--- config.mk ---
export PLATFORM = sky130hd
export DESIGN_NAME = stop_and_wait_transfer_controller_core_flat
export DESIGN_NICKNAME = d
export VERILOG_FILES = /design/src/sv/swtc_pkg.sv /design/src/sv/swtc_ifs.sv /design/src/sv/swtc_csr.sv /design/src/sv/swtc_front.sv /design/src/sv/swtc_queue.sv /design/src/sv/swtc_back.sv /design/src/sv/stop_and_wait_transfer_controller_core.sv /design/src/flat_wrapper.sv
export SDC_FILE = /design/constraint.sdc
export NUM_CORES = 1
export LEC_CHECK = 0
export BUFFER_PORTS_ARGS = -buffer_cell sky130_fd_sc_hd__buf_2
export CORE_MARGIN = 2
export CORE_UTILIZATION = 50
export DETAILED_ROUTE_END_ITERATION = 8
export PLACE_DENSITY_LB_ADDON = 0.3
export SLEW_MARGIN = 20
export SYNTH_ARGS = -nofsm -noshare
export SYNTH_HDL_FRONTEND = slang
export SYNTH_SLANG_ARGS = --single-unit
--- constraint.sdc ---
create_clock -name clock -period 8.9 [get_ports clock]
set_input_delay 1.78 -clock clock [delete_from_list [all_inputs] [get_ports clock]]
set_output_delay 1.78 -clock clock [all_outputs]
set_load 0.01 [all_outputs]
--- src/sv/swtc_pkg.sv ---
// Shared types and constants of the stop-and-wait transfer controller
package swtc_pkg;

   localparam int CMD_W     = 2;
   localparam int LEN_W     = 32;
   localparam int KIND_W    = 3;
   localparam int TAG_W     = 8;
   localparam int PCT_W     = 7;
   localparam int TIMER_W   = 16;
   localparam int COUNT_W   = 4;
   localparam int SENT_W    = LEN_W + 1;
   localparam int PROD_W    = SENT_W + PCT_W;
   localparam int STEP_W    = 3;
   localparam int CSR_IDX_W = 2;
   localparam int CSR_DAT_W = 16;

   localparam int PACKET_BYTES = 16;
   localparam int QUEUE_DEPTH  = 2;
   localparam int QUEUE_AW     = 1;
   localparam int QUEUE_CW     = 2;

   localparam logic [TIMER_W-1:0] RETRY_RESET     = 16'd2000;
   localparam logic [COUNT_W-1:0] MAX_SENDS_RESET = 4'd3;
   localparam logic [TAG_W-1:0]   DEV_TYPE_RESET  = 8'd0;
   localparam logic [PCT_W-1:0]   PERCENT_FULL    = 7'd100;

   localparam logic [CMD_W-1:0] CMD_START = 2'd0;
   localparam logic [CMD_W-1:0] CMD_ACK   = 2'd1;
   localparam logic [CMD_W-1:0] CMD_TICK  = 2'd2;
   localparam logic [CMD_W-1:0] CMD_STOP  = 2'd3;

   localparam logic [KIND_W-1:0] K_HEADER   = 3'd0;
   localparam logic [KIND_W-1:0] K_DATA     = 3'd1;
   localparam logic [KIND_W-1:0] K_PROGRESS = 3'd2;
   localparam logic [KIND_W-1:0] K_FAILED   = 3'd3;
   localparam logic [KIND_W-1:0] K_DONE     = 3'd4;
   localparam logic [KIND_W-1:0] K_REJECTED = 3'd5;

   localparam logic [CSR_IDX_W-1:0] REG_RETRY     = 2'd0;
   localparam logic [CSR_IDX_W-1:0] REG_MAX_SENDS = 2'd1;
   localparam logic [CSR_IDX_W-1:0] REG_DEV_TYPE  = 2'd2;

   typedef struct packed {
      logic [TIMER_W-1:0] retry_interval;
      logic [COUNT_W-1:0] max_sends;
      logic [TAG_W-1:0]   device_type;
   } cfg_type;

   typedef struct packed {
      logic [CMD_W-1:0] op;
      logic [LEN_W-1:0] length;
   } entry_type;

endpackage

--- src/sv/swtc_ifs.sv ---
// Handshake channel interfaces: request, response and register write
interface swtc_req_if import swtc_pkg::*; ();
   logic             valid;
   logic             ready;
   logic [CMD_W-1:0] command;
   logic [LEN_W-1:0] total_length;
   modport source (output valid, command, total_length, input ready);
   modport sink (input valid, command, total_length, output ready);
endinterface

interface swtc_rsp_if import swtc_pkg::*; ();
   logic              valid;
   logic              ready;
   logic [KIND_W-1:0] kind;
   logic [TAG_W-1:0]  packet_tag;
   logic [LEN_W-1:0]  payload;
   logic [PCT_W-1:0]  percent;
   modport source (output valid, kind, packet_tag, payload, percent, input ready);
   modport sink (input valid, kind, packet_tag, payload, percent, output ready);
endinterface

interface swtc_csr_if import swtc_pkg::*; ();
   logic                 valid;
   logic                 ready;
   logic [CSR_IDX_W-1:0] index;
   logic [CSR_DAT_W-1:0] data;
   modport source (output valid, index, data, input ready);
   modport sink (input valid, index, data, output ready);
endinterface

--- src/sv/swtc_csr.sv ---
// Configuration registers of the transfer controller
module swtc_csr import swtc_pkg::*; (
   input  logic       clock,
   input  logic       reset,
   swtc_csr_if.sink   csr,
   output cfg_type    cfg
);

   cfg_type cfg_ff, cfg_in;

   assign csr.ready = 1'b1;
   assign cfg       = cfg_ff;

   always_comb begin
      cfg_in = cfg_ff;
      if (csr.valid) begin
         case (csr.index)
            REG_RETRY:     cfg_in.retry_interval = csr.data;
            REG_MAX_SENDS: cfg_in.max_sends      = csr.data[COUNT_W-1:0];
            REG_DEV_TYPE:  cfg_in.device_type    = csr.data[TAG_W-1:0];
            default:       cfg_in = cfg_ff;
         endcase
      end
   end

   always_ff @(posedge clock) begin
      if (reset) begin
         cfg_ff.retry_interval <= RETRY_RESET;
         cfg_ff.max_sends      <= MAX_SENDS_RESET;
         cfg_ff.device_type    <= DEV_TYPE_RESET;
      end else begin
         cfg_ff <= cfg_in;
      end
   end

endmodule

--- src/sv/swtc_front.sv ---
// Request front end: takes words and sorts them into queue entries
module swtc_front import swtc_pkg::*; (
   swtc_req_if.sink   req,
   input  logic       push_ready,
   output logic       push_valid,
   output entry_type  push_data
);

   assign req.ready  = push_ready;
   assign push_valid = req.valid;

   always_comb begin
      push_data.op = req.command;
      case (req.command)
         CMD_START: push_data.length = req.total_length;
         default:   push_data.length = '0;
      endcase
   end

endmodule

--- src/sv/swtc_queue.sv ---
// Two-entry queue between front end and command engine
module swtc_queue import swtc_pkg::*; (
   input  logic      clock,
   input  logic      reset,
   input  logic      push_valid,
   output logic      push_ready,
   input  entry_type push_data,
   output logic      pop_valid,
   input  logic      pop_ready,
   output entry_type pop_data
);

   entry_type              mem_ff [QUEUE_DEPTH];
   logic [QUEUE_AW-1:0]    wr_ptr_ff, wr_ptr_in;
   logic [QUEUE_AW-1:0]    rd_ptr_ff, rd_ptr_in;
   logic [QUEUE_CW-1:0]    count_ff, count_in;
   logic                   do_push, do_pop;

   assign push_ready = (count_ff != QUEUE_CW'(QUEUE_DEPTH));
   assign pop_valid  = (count_ff != '0);
   assign pop_data   = mem_ff[rd_ptr_ff];
   assign do_push    = push_valid && push_ready;
   assign do_pop     = pop_valid && pop_ready;

   always_comb begin
      wr_ptr_in = do_push ? wr_ptr_ff + 1'b1 : wr_ptr_ff;
      rd_ptr_in = do_pop ? rd_ptr_ff + 1'b1 : rd_ptr_ff;
      count_in  = count_ff;
      if (do_push && !do_pop) begin
         count_in = count_ff + 1'b1;
      end else if (do_pop && !do_push) begin
         count_in = count_ff - 1'b1;
      end
   end

   always_ff @(posedge clock) begin
      if (do_push) begin
         mem_ff[wr_ptr_ff] <= push_data;
      end
   end

   always_ff @(posedge clock) begin
      if (reset) begin
         wr_ptr_ff <= '0;
         rd_ptr_ff <= '0;
         count_ff  <= '0;
      end else begin
         wr_ptr_ff <= wr_ptr_in;
         rd_ptr_ff <= rd_ptr_in;
         count_ff  <= count_in;
      end
   end

endmodule

--- src/sv/swtc_back.sv ---
// Command engine: transfer state, retry timing, percent divider, response register
module swtc_back import swtc_pkg::*; (
   input  logic       clock,
   input  logic       reset,
   input  cfg_type    cfg,
   input  logic       pop_valid,
   output logic       pop_ready,
   input  entry_type  pop_data,
   swtc_rsp_if.source rsp
);

   localparam logic [1:0] S_IDLE = 2'd0;
   localparam logic [1:0] S_MUL  = 2'd1;
   localparam logic [1:0] S_DIV  = 2'd2;

   logic [1:0]          state_ff, state_in;
   logic                running_ff, running_in;
   logic                armed_ff, armed_in;
   logic                first_due_ff, first_due_in;
   logic [COUNT_W-1:0]  send_cnt_ff, send_cnt_in;
   logic [TIMER_W-1:0]  timer_ff, timer_in;
   logic                hdr_ff, hdr_in;
   logic [TAG_W-1:0]    tag_ff, tag_in;
   logic [LEN_W-1:0]    pay_ff, pay_in;
   logic [LEN_W-1:0]    total_ff, total_in;
   logic [SENT_W-1:0]   sent_ff, sent_in;
   logic [TAG_W-1:0]    pid_ff, pid_in;

   logic [PROD_W-1:0]   rem_ff, rem_in;
   logic [PROD_W-1:0]   dvs_ff, dvs_in;
   logic [PCT_W-1:0]    quo_ff, quo_in;
   logic [STEP_W-1:0]   step_ff, step_in;

   logic                out_valid_ff, out_valid_in;
   logic [KIND_W-1:0]   out_kind_ff, out_kind_in;
   logic [TAG_W-1:0]    out_tag_ff, out_tag_in;
   logic [LEN_W-1:0]    out_pay_ff, out_pay_in;
   logic [PCT_W-1:0]    out_pct_ff, out_pct_in;

   logic [TIMER_W-1:0]  timer_inc;
   logic                rem_ge;

   assign pop_ready      = (state_ff == S_IDLE) && !out_valid_ff;
   assign rsp.valid      = out_valid_ff;
   assign rsp.kind       = out_kind_ff;
   assign rsp.packet_tag = out_tag_ff;
   assign rsp.payload    = out_pay_ff;
   assign rsp.percent    = out_pct_ff;

   assign timer_inc = (timer_ff == '1) ? timer_ff : timer_ff + 1'b1;
   assign rem_ge    = (rem_ff >= dvs_ff);

   always_comb begin
      state_in     = state_ff;
      running_in   = running_ff;
      armed_in     = armed_ff;
      first_due_in = first_due_ff;
      send_cnt_in  = send_cnt_ff;
      timer_in     = timer_ff;
      hdr_in       = hdr_ff;
      tag_in       = tag_ff;
      pay_in       = pay_ff;
      total_in     = total_ff;
      sent_in      = sent_ff;
      pid_in       = pid_ff;
      rem_in       = rem_ff;
      dvs_in       = dvs_ff;
      quo_in       = quo_ff;
      step_in      = step_ff;
      out_valid_in = out_valid_ff && !rsp.ready;
      out_kind_in  = out_kind_ff;
      out_tag_in   = out_tag_ff;
      out_pay_in   = out_pay_ff;
      out_pct_in   = out_pct_ff;

      case (state_ff)
         S_IDLE: begin
            if (pop_valid && pop_ready) begin
               out_tag_in = '0;
               out_pay_in = '0;
               out_pct_in = '0;
               case (pop_data.op)
                  CMD_START: begin
                     if (running_ff) begin
                        out_valid_in = 1'b1;
                        out_kind_in  = K_REJECTED;
                     end else begin
                        total_in     = pop_data.length;
                        sent_in      = '0;
                        running_in   = 1'b1;
                        pid_in       = '0;
                        armed_in     = 1'b1;
                        first_due_in = 1'b1;
                        send_cnt_in  = '0;
                        timer_in     = '0;
                        hdr_in       = 1'b1;
                        tag_in       = cfg.device_type;
                        pay_in       = pop_data.length;
                     end
                  end
                  CMD_STOP: begin
                     running_in   = 1'b0;
                     armed_in     = 1'b0;
                     first_due_in = 1'b0;
                     send_cnt_in  = '0;
                     timer_in     = '0;
                     hdr_in       = 1'b0;
                     tag_in       = '0;
                     pay_in       = '0;
                     total_in     = '0;
                     sent_in      = '0;
                     pid_in       = '0;
                  end
                  CMD_ACK: begin
                     if (running_ff) begin
                        if (sent_ff >= SENT_W'(total_ff)) begin
                           out_valid_in = 1'b1;
                           out_kind_in  = K_DONE;
                        end else begin
                           armed_in     = 1'b1;
                           first_due_in = 1'b1;
                           send_cnt_in  = '0;
                           timer_in     = '0;
                           hdr_in       = 1'b0;
                           tag_in       = pid_ff;
                           pay_in       = sent_ff[LEN_W-1:0];
                           pid_in       = pid_ff + 1'b1;
                           sent_in      = sent_ff + SENT_W'(PACKET_BYTES);
                           out_kind_in  = K_PROGRESS;
                           out_tag_in   = pid_ff;
                           state_in     = S_MUL;
                        end
                     end
                  end
                  CMD_TICK: begin
                     if (running_ff && armed_ff) begin
                        if (first_due_ff || timer_inc >= cfg.retry_interval) begin
                           first_due_in = 1'b0;
                           out_valid_in = 1'b1;
                           if (send_cnt_ff >= cfg.max_sends) begin
                              armed_in    = 1'b0;
                              out_kind_in = K_FAILED;
                              if (!first_due_ff) begin
                                 timer_in = timer_inc;
                              end
                           end else begin
                              timer_in    = '0;
                              send_cnt_in = send_cnt_ff + 1'b1;
                              out_kind_in = hdr_ff ? K_HEADER : K_DATA;
                              out_tag_in  = tag_ff;
                              out_pay_in  = pay_ff;
                           end
                        end else begin
                           timer_in = timer_inc;
                        end
                     end
                  end
                  default: begin
                     state_in = S_IDLE;
                  end
               endcase
            end
         end
         S_MUL: begin
            if (sent_ff >= SENT_W'(total_ff)) begin
               out_pct_in   = PERCENT_FULL;
               out_valid_in = 1'b1;
               state_in     = S_IDLE;
            end else begin
               rem_in   = PROD_W'(sent_ff) * PROD_W'(PERCENT_FULL);
               dvs_in   = PROD_W'(total_ff) << (PCT_W - 1);
               quo_in   = '0;
               step_in  = '0;
               state_in = S_DIV;
            end
         end
         S_DIV: begin
            if (rem_ge) begin
               rem_in = rem_ff - dvs_ff;
            end
            quo_in  = {quo_ff[PCT_W-2:0], rem_ge};
            dvs_in  = dvs_ff >> 1;
            step_in = step_ff + 1'b1;
            if (step_ff == STEP_W'(PCT_W - 1)) begin
               out_pct_in   = quo_in;
               out_valid_in = 1'b1;
               state_in     = S_IDLE;
            end
         end
         default: begin
            state_in = S_IDLE;
         end
      endcase
   end

   always_ff @(posedge clock) begin
      if (reset) begin
         state_ff     <= S_IDLE;
         running_ff   <= 1'b0;
         armed_ff     <= 1'b0;
         first_due_ff <= 1'b0;
         send_cnt_ff  <= '0;
         timer_ff     <= '0;
         hdr_ff       <= 1'b0;
         tag_ff       <= '0;
         pay_ff       <= '0;
         total_ff     <= '0;
         sent_ff      <= '0;
         pid_ff       <= '0;
         out_valid_ff <= 1'b0;
      end else begin
         state_ff     <= state_in;
         running_ff   <= running_in;
         armed_ff     <= armed_in;
         first_due_ff <= first_due_in;
         send_cnt_ff  <= send_cnt_in;
         timer_ff     <= timer_in;
         hdr_ff       <= hdr_in;
         tag_ff       <= tag_in;
         pay_ff       <= pay_in;
         total_ff     <= total_in;
         sent_ff      <= sent_in;
         pid_ff       <= pid_in;
         out_valid_ff <= out_valid_in;
      end
   end

   always_ff @(posedge clock) begin
      rem_ff      <= rem_in;
      dvs_ff      <= dvs_in;
      quo_ff      <= quo_in;
      step_ff     <= step_in;
      out_kind_ff <= out_kind_in;
      out_tag_ff  <= out_tag_in;
      out_pay_ff  <= out_pay_in;
      out_pct_ff  <= out_pct_in;
   end

endmodule

--- src/sv/stop_and_wait_transfer_controller_core.sv ---
// Responses: an accepted word with a response has it registered in the response
// register; a progress response runs the multiply state, then seven divider steps
// unless all bytes are sent. The engine takes one word per cycle when nothing is
// answered, none while a response is pending; a two-word queue decouples.
// Reset: synchronous; clears the transfer state, the queue and the response register,
// and loads the register defaults (interval 2000, three sends, device type 0).
module stop_and_wait_transfer_controller_core import swtc_pkg::*; (
   input  logic       clock,
   input  logic       reset,
   swtc_req_if.sink   req_bus,
   swtc_rsp_if.source rsp_bus,
   swtc_csr_if.sink   csr_bus
);

   cfg_type   cfg;
   logic      push_valid, push_ready;
   entry_type push_data;
   logic      pop_valid, pop_ready;
   entry_type pop_data;

   swtc_csr u_csr (
      .clock (clock),
      .reset (reset),
      .csr   (csr_bus),
      .cfg   (cfg)
   );

   swtc_front u_front (
      .req        (req_bus),
      .push_ready (push_ready),
      .push_valid (push_valid),
      .push_data  (push_data)
   );

   swtc_queue u_queue (
      .clock      (clock),
      .reset      (reset),
      .push_valid (push_valid),
      .push_ready (push_ready),
      .push_data  (push_data),
      .pop_valid  (pop_valid),
      .pop_ready  (pop_ready),
      .pop_data   (pop_data)
   );

   swtc_back u_back (
      .clock     (clock),
      .reset     (reset),
      .cfg       (cfg),
      .pop_valid (pop_valid),
      .pop_ready (pop_ready),
      .pop_data  (pop_data),
      .rsp       (rsp_bus)
   );

endmodule

--- src/flat_wrapper.sv ---
// flat-port wrapper written by rule: the top's interface ports become plain ports
module stop_and_wait_transfer_controller_core_flat import swtc_pkg::*;
  (clock, reset, req_bus_valid, req_bus_command, req_bus_total_length, req_bus_ready, rsp_bus_valid, rsp_bus_kind, rsp_bus_packet_tag, rsp_bus_payload, rsp_bus_percent, rsp_bus_ready, csr_bus_valid, csr_bus_index, csr_bus_data, csr_bus_ready);
  swtc_req_if req_bus_i ();
  swtc_rsp_if rsp_bus_i ();
  swtc_csr_if csr_bus_i ();
  input  logic clock;
  input  logic reset;
  input wire logic [$bits(req_bus_i.valid)-1:0] req_bus_valid;
  input wire logic [$bits(req_bus_i.command)-1:0] req_bus_command;
  input wire logic [$bits(req_bus_i.total_length)-1:0] req_bus_total_length;
  output wire logic [$bits(req_bus_i.ready)-1:0] req_bus_ready;
  output wire logic [$bits(rsp_bus_i.valid)-1:0] rsp_bus_valid;
  output wire logic [$bits(rsp_bus_i.kind)-1:0] rsp_bus_kind;
  output wire logic [$bits(rsp_bus_i.packet_tag)-1:0] rsp_bus_packet_tag;
  output wire logic [$bits(rsp_bus_i.payload)-1:0] rsp_bus_payload;
  output wire logic [$bits(rsp_bus_i.percent)-1:0] rsp_bus_percent;
  input wire logic [$bits(rsp_bus_i.ready)-1:0] rsp_bus_ready;
  input wire logic [$bits(csr_bus_i.valid)-1:0] csr_bus_valid;
  input wire logic [$bits(csr_bus_i.index)-1:0] csr_bus_index;
  input wire logic [$bits(csr_bus_i.data)-1:0] csr_bus_data;
  output wire logic [$bits(csr_bus_i.ready)-1:0] csr_bus_ready;
  assign req_bus_i.valid = req_bus_valid;
  assign req_bus_i.command = req_bus_command;
  assign req_bus_i.total_length = req_bus_total_length;
  assign req_bus_ready = req_bus_i.ready;
  assign rsp_bus_valid = rsp_bus_i.valid;
  assign rsp_bus_kind = rsp_bus_i.kind;
  assign rsp_bus_packet_tag = rsp_bus_i.packet_tag;
  assign rsp_bus_payload = rsp_bus_i.payload;
  assign rsp_bus_percent = rsp_bus_i.percent;
  assign rsp_bus_i.ready = rsp_bus_ready;
  assign csr_bus_i.valid = csr_bus_valid;
  assign csr_bus_i.index = csr_bus_index;
  assign csr_bus_i.data = csr_bus_data;
  assign csr_bus_ready = csr_bus_i.ready;
  stop_and_wait_transfer_controller_core u_core (.clock(clock), .reset(reset), .req_bus(req_bus_i), .rsp_bus(rsp_bus_i), .csr_bus(csr_bus_i));
endmodule
# Word level (Yosys, flattened, before mapping)

Memory sizes are Yosys's and may differ from the RTL's. A register that Yosys moved wholly into a read port is not among the register bits.
Index checks and enable logic that the tools add are counted.

Add/subtract/negate cells: 10
$mul: 1
Order comparisons: 4
Equal/unequal tests: 27
Muxes and demuxes: 97
Bitwise operators: 3
Reduce and logical (&&, ||, !) cells: 40

Operators by type and width:

| cell                                                                  | number |
|---|---|
| 40-bit case mux with 2 select lines                                   | 2 |
| 16-bit two-way mux                                                    | 8 |
| 32-bit two-way mux                                                    | 4 |
| 40-bit two-way mux                                                    | 3 |
| 33-bit two-way mux                                                    | 3 |
| 33-bit case mux with 3 select lines                                   | 1 |
| 32-bit case mux with 3 select lines                                   | 1 |
| 8-bit two-way mux                                                     | 11 |
| 16-bit case mux with 4 select lines                                   | 1 |
| 32-bit case mux with 2 select lines                                   | 1 |
| 8-bit case mux with 3 select lines                                    | 2 |
| 40-bit greater-or-equal comparator                                    | 1 |
| 40-bit subtractor                                                     | 1 |
| 33-bit by 5-bit multiplier with 38-bit output (second input constant) | 1 |
| 33-bit by 5-bit adder with 33-bit output (second input constant)      | 1 |
| 33-bit by 32-bit greater-or-equal comparator with 1-bit output        | 1 |
| 2-bit inequality test (second input constant)                         | 15 |
| 4-bit two-way mux                                                     | 6 |
| 1-bit two-way mux                                                     | 22 |
| 7-bit two-way mux                                                     | 3 |
| 7-bit case mux with 3 select lines                                    | 1 |
| 7-bit AND reduction                                                   | 3 |
| 2-bit two-way mux                                                     | 9 |
| 3-bit two-way mux                                                     | 6 |
| other kinds (39)                                                      | 75 |

Bits in registers: 311
Bits in writable memories: 68
Input port bits: 57
Memories kept: 1

Memory list:

| name                  | depth | width | rd ports | clocked after memory_dff | write ports | line             | text |
|---|---|---|---|---|---|---|---|
| u_core.u_queue.mem_ff | 2     | 34    | 1        | 1                        | 1           | swtc_queue.sv:13 | `entry_type mem_ff [QUEUE_DEPTH];` |

# Depth between registers and ports, before layout

Word-level depth: 9
Gate-level depth with buffers: 17

# By module

From an unflattened synthesis, not the netlist that was laid out.

Cell total of the unflattened synthesis: 2221
Area, all modules: 22233.8 sq um

By module, submodules not included:

| module     | instances | cells each | area each (sq um) |
|---|---|---|---|
| swtc_back  | 1         | 1929       | 17853.4 |
| swtc_queue | 1         | 130        | 2672.6 |
| swtc_csr   | 1         | 120        | 1219.9 |
| swtc_front | 1         | 42         | 488.0 |

# Worst setup path before layout

OpenSTA, ideal clock, no wires.

Path kind: register to register
From: register u_core.u_back.sent_ff[6]
To: register u_core.u_back.rem_ff[0], enable pin
Library setup time: 0.499 ns
Arrival: 5.673 ns
Required time: 8.401 ns
Slack: 2.728 ns
Cell stages (with the launch flop): 10
Path buffers: 0
Period minus slack after synthesis: 6.172 ns
Cell sequence: dfxtp_1 -> ha_1 -> a21o_1 -> a211oi_1 -> o21ai_1 -> a211oi_1 -> nor3_2 -> nor2_1 -> mux2_2 -> a21boi_0

Word-level cells in the longest chain between the ends: 3

Ends and longest elaborated chain:

| element                                                        | line             | text |
|---|---|---|
| from (decl)                                                    | swtc_back.sv:26  | `logic [SENT_W-1:0] sent_ff, sent_in;` |
| from (signal assigned)                                         | swtc_back.sv:222 | `sent_ff <= sent_in;` |
| 33-bit by 32-bit greater-or-equal comparator with 1-bit output | swtc_back.sv:165 | `if (sent_ff >= SENT_W'(total_ff)) begin` |
| 2-bit inequality test (no source line)                         | -                |  |
| 3-bit AND reduction (no source line)                           | -                |  |
| to (signal assigned)                                           | swtc_back.sv:229 | `rem_ff <= rem_in;` |
| to (decl)                                                      | swtc_back.sv:29  | `logic [PROD_W-1:0] rem_ff, rem_in;` |

No other way between the ends.
A chain may end at the register's enable or synchronous reset.

# Worst setup path after layout

From: register u_core.u_back.sent_ff[7]
To: register u_core.u_back.rem_ff[38] (data pin)

Word-level cells in the longest chain between the ends: 3

Ends and longest elaborated chain:

| element                                       | line             | text |
|---|---|---|
| 33-bit by 5-bit multiplier with 38-bit output | swtc_back.sv:170 | `rem_in = PROD_W'(sent_ff) * PROD_W'(PERCENT_FULL);` |
| 40-bit two-way mux                            | swtc_back.sv:165 |  |
| 40-bit case mux with 2 select lines           | swtc_back.sv:76  | `case (state_ff)` |
| named net u_core.u_back.rem_in[38]            | swtc_back.sv:29  |  |

The timed path passes the listed nets, and every way through them passes these cells. The select of a mux whose other input is x is not followed.

==> impl_metrics.env <==
export IMPL_clock_sinks=374
export IMPL_cts_buffers=41
export IMPL_placed_cell_area_um2=23090
export IMPL_clock_latency_ns=0.59
export IMPL_yosys_area_top_type="edfxtp_1"
export IMPL_final_cell_mix="nand2_1, inv_1, a21oi_1"
export IMPL_place_congestion=0.9148
export IMPL_yosysUniqueCellTypes=77
export IMPL_antenna_found_initial=1
export IMPL_grt_ovfl_total=0
export IMPL_path_clk_slew_ns=0.06
export IMPL_grt_pass1_wl_mm=89.51
export IMPL_dpl_worst_slack_ns=4.261
export IMPL_maxCapViolations=0
export IMPL_fp_dieArea_um2=45770
export IMPL_start_util_pct=50.93
export IMPL_wl_met3_mm=3.652
export IMPL_core_um2=43270
export IMPL_rows=76
export IMPL_rsz0062_at_grt="no"
export IMPL_drt_initial_drc_count=1276
export IMPL_finalCriticalPeriod_ns=4.664
export IMPL_clockRootBuffer="clkbuf_16"
export IMPL_hold_viol=0
export IMPL_post_route_period_util_pct=52.40
export IMPL_fmax_mhz=214.4
export IMPL_fin_setup_tns_ns=0
export IMPL_stdcell_area_um2=24460
export IMPL_clk_path_buf_depth=3
export IMPL_setup_viol=0
export IMPL_area_delta_synth_final_pct=10.99
export IMPL_drive_above_1_share_pct=9.547
export IMPL_wl_mm=55.02
export IMPL_top_layer="met4"
export IMPL_cp_end_kind="flop"
export IMPL_async_flop_share_pct=0
export IMPL_cts_resized=0
export IMPL_ios=110
export IMPL_h_tree_depth=2
export IMPL_post_drt_via_cell_ratio=5.698
export IMPL_drtPass1Iterations=5
export IMPL_grt_use_total_pct=23.88
export IMPL_max_slew_margin_pct=30.18
export IMPL_vias=17300
export IMPL_status="finished clean"
export IMPL_final_antenna_net_count=0
export IMPL_port_buffer_count=108
export IMPL_avgSynthCellArea_um2=9.381
export IMPL_ys_seq_area_share_pct=43.29
export IMPL_syn_instance_count=2349
export IMPL_syn_area_um2=22040
export IMPL_m1WireLength_mm=26.25
export IMPL_dpl_hpwl_mm=40.02
export IMPL_required_ns=9.18
export IMPL_cts_setup_buffers=0
export IMPL_multi_input_area_um2=11200
export IMPL_synth_area_leaders="edfxtp_1, dfxtp_1, ha_1, a21oi_1, nand2_1"
export IMPL_cellPowerDensity_nw_per_um2=221.6
export IMPL_ys_warnings_count=0
export IMPL_synth_edf_count=205
export IMPL_die_y_um=213.9
export IMPL_fillers=3776
export IMPL_ys_ff_latch=374
export IMPL_finClkSkew_ns=0.02372
export IMPL_ff_latch_area_um2=9540
export IMPL_worst_pin_slew_ns=1.047
export IMPL_ir_drop_mv=0.1735
export IMPL_synthFlopType="edfxtp_1"
export IMPL_startpoint_type="flop"
export IMPL_nets=2693
export IMPL_hold_class="reg2reg"
export IMPL_cts_hold_buffers=0
export IMPL_cts_tree="done"
export IMPL_fin_ws_ns=4.236
export IMPL_leakagePower_nw=10.19
export IMPL_worstSetupPathType="reg2reg"
export IMPL_grt_pass1_vias=16980
export IMPL_yosys_area_top_type_share_pct=27.94
export IMPL_maxSlewViolCount=0
export IMPL_fp_dieW_um=213.9
export IMPL_path_max_fanout=22
export IMPL_dr_wl_met2_mm=23.88
export IMPL_crit_arrival_ns=4.95
export IMPL_final_common_cell="nand2_1"
export IMPL_wl_per_cell_um=18.12
export IMPL_grt_start_max_net_pins=82
export IMPL_route_detailed_drc=0
-- registers in the layout, indices dropped and copies added, names as in the netlist, 8 cells and up, named ones only --
signal                        cells
u_core.u_queue.mem_ff            68
u_core.u_back.rem_ff             40
u_core.u_back.dvs_ff             38
u_core.u_back.pay_ff             32
u_core.u_back.rsp.payload        32
u_core.u_back.total_ff           32
u_core.u_back.sent_ff            29
u_core.u_csr.cfg                 28
u_core.u_back.timer_ff           16
u_core.u_back.pid_ff              8
u_core.u_back.rsp.packet_tag      8
u_core.u_back.tag_ff              8
-- layout make-up --
cell class,instances,area share [%]
tap,585,2.993
clock buffer,50,4.456
inverter,248,3.806
multi-input combinational,1625,45.78
clock inverter,26,1.115
antenna,1,0.01023
sequential,374,39.01
timing repair buffer,128,2.834
-- per-stage QoR --
step	power (W)	std cells	hold slack (ns)	util, %
finish	0.005420	3037	0.4511	56.53
global route	0.005697	3037	0.4740	56.53
global placement	0.003678	2960	0.4378	53.36
floorplan	0.003248	2351	0.4273	-
detailed placement	0.003713	2960	0.4437	53.36
CTS	0.005442	3036	0.4524	56.51
-- Yosys cell counts (8+ instances only) --
master      n
nand2b_1   19
o211ai_1   16
o31ai_1    27
a21boi_0    9
nor3b_1    10
and2_1     82
a211oi_1   16
or2_2      10
mux2_2     10
mux2i_1    57
o21bai_1    8
inv_1     248
clkbuf_1   82
or3_1      13
a41o_1      8
ha_1      192
dfxtp_1   169
xnor2_1    36
o21a_1     15
nor2_1    149
nor3_1     40
nor2b_1    16
o21ai_0    93
a311oi_1   10
a21oi_1   210
buf_2      13
nand2_1   251
and3_1     22
a21o_1     33
fa_1       26
edfxtp_1  205
nand4_1    22
a22oi_1    40
xor2_1     29
a31oi_1     8
or4_1      21
nand3_1    45
-- final timing paths --
kind                                  from                  endpoint  slack [ns]  cells past startpoint
hold / removal    u_core.u_back.pay_ff[17]  u_core.u_back.pay_ff[17]        0.45                      2
setup / recovery  u_core.u_back.sent_ff[7]  u_core.u_back.rem_ff[38]        4.24                     14
setup reg to reg  u_core.u_back.sent_ff[7]  u_core.u_back.rem_ff[38]        4.24                     14
hold reg to reg   u_core.u_back.pay_ff[17]  u_core.u_back.pay_ff[17]        0.45                      2
-- power breakdown --
part / total [W] / internal [W] / switching [W] / leakage (nW)
Sequential: 0.00231 / 0.00215 / 0.000161 / 3.32
Clock: 0.00172 / 0.000975 / 0.000750 / 0.653
Combinational: 0.00138 / 0.000454 / 0.000926 / 6.22
-- kinds of logic (layout without fill, tap and decap cells) --
group	count (synthesis)	after routing	synth area share [%]
other cells	1	4	0.01702
compound gates	547	547	15.68
mux	67	67	3.100
simple gates	725	725	15.92
xor+xnor	65	65	2.583
flops	374	374	43.29
fa+ha+maj	218	218	13.26
buf+inv	352	452	6.155
-- critical path, stage by stage (launching register included) --
cell       delay (ns)
dfxtp_1          0.47
ha_1             0.78
ha_1             0.27
inv_1            0.05
fa_1             0.47
inv_1            0.04
ha_1             0.19
nor3_1           0.22
nand2b_1         0.12
o211ai_1         0.44
nand3_1          0.19
a2111oi_2        0.60
o311ai_0         0.25
a31oi_1          0.20
a31oi_1          0.07
-- routing by layer --
metal / GRT usage [%] / up-vias
met4: 6.690 / 0
met2: 36.10 / 537
met1: 35.39 / 8245
met3: 3.749 / 86
met5: 0 / -
li1: - / 8436
Power figures use the tool's default switching activity.
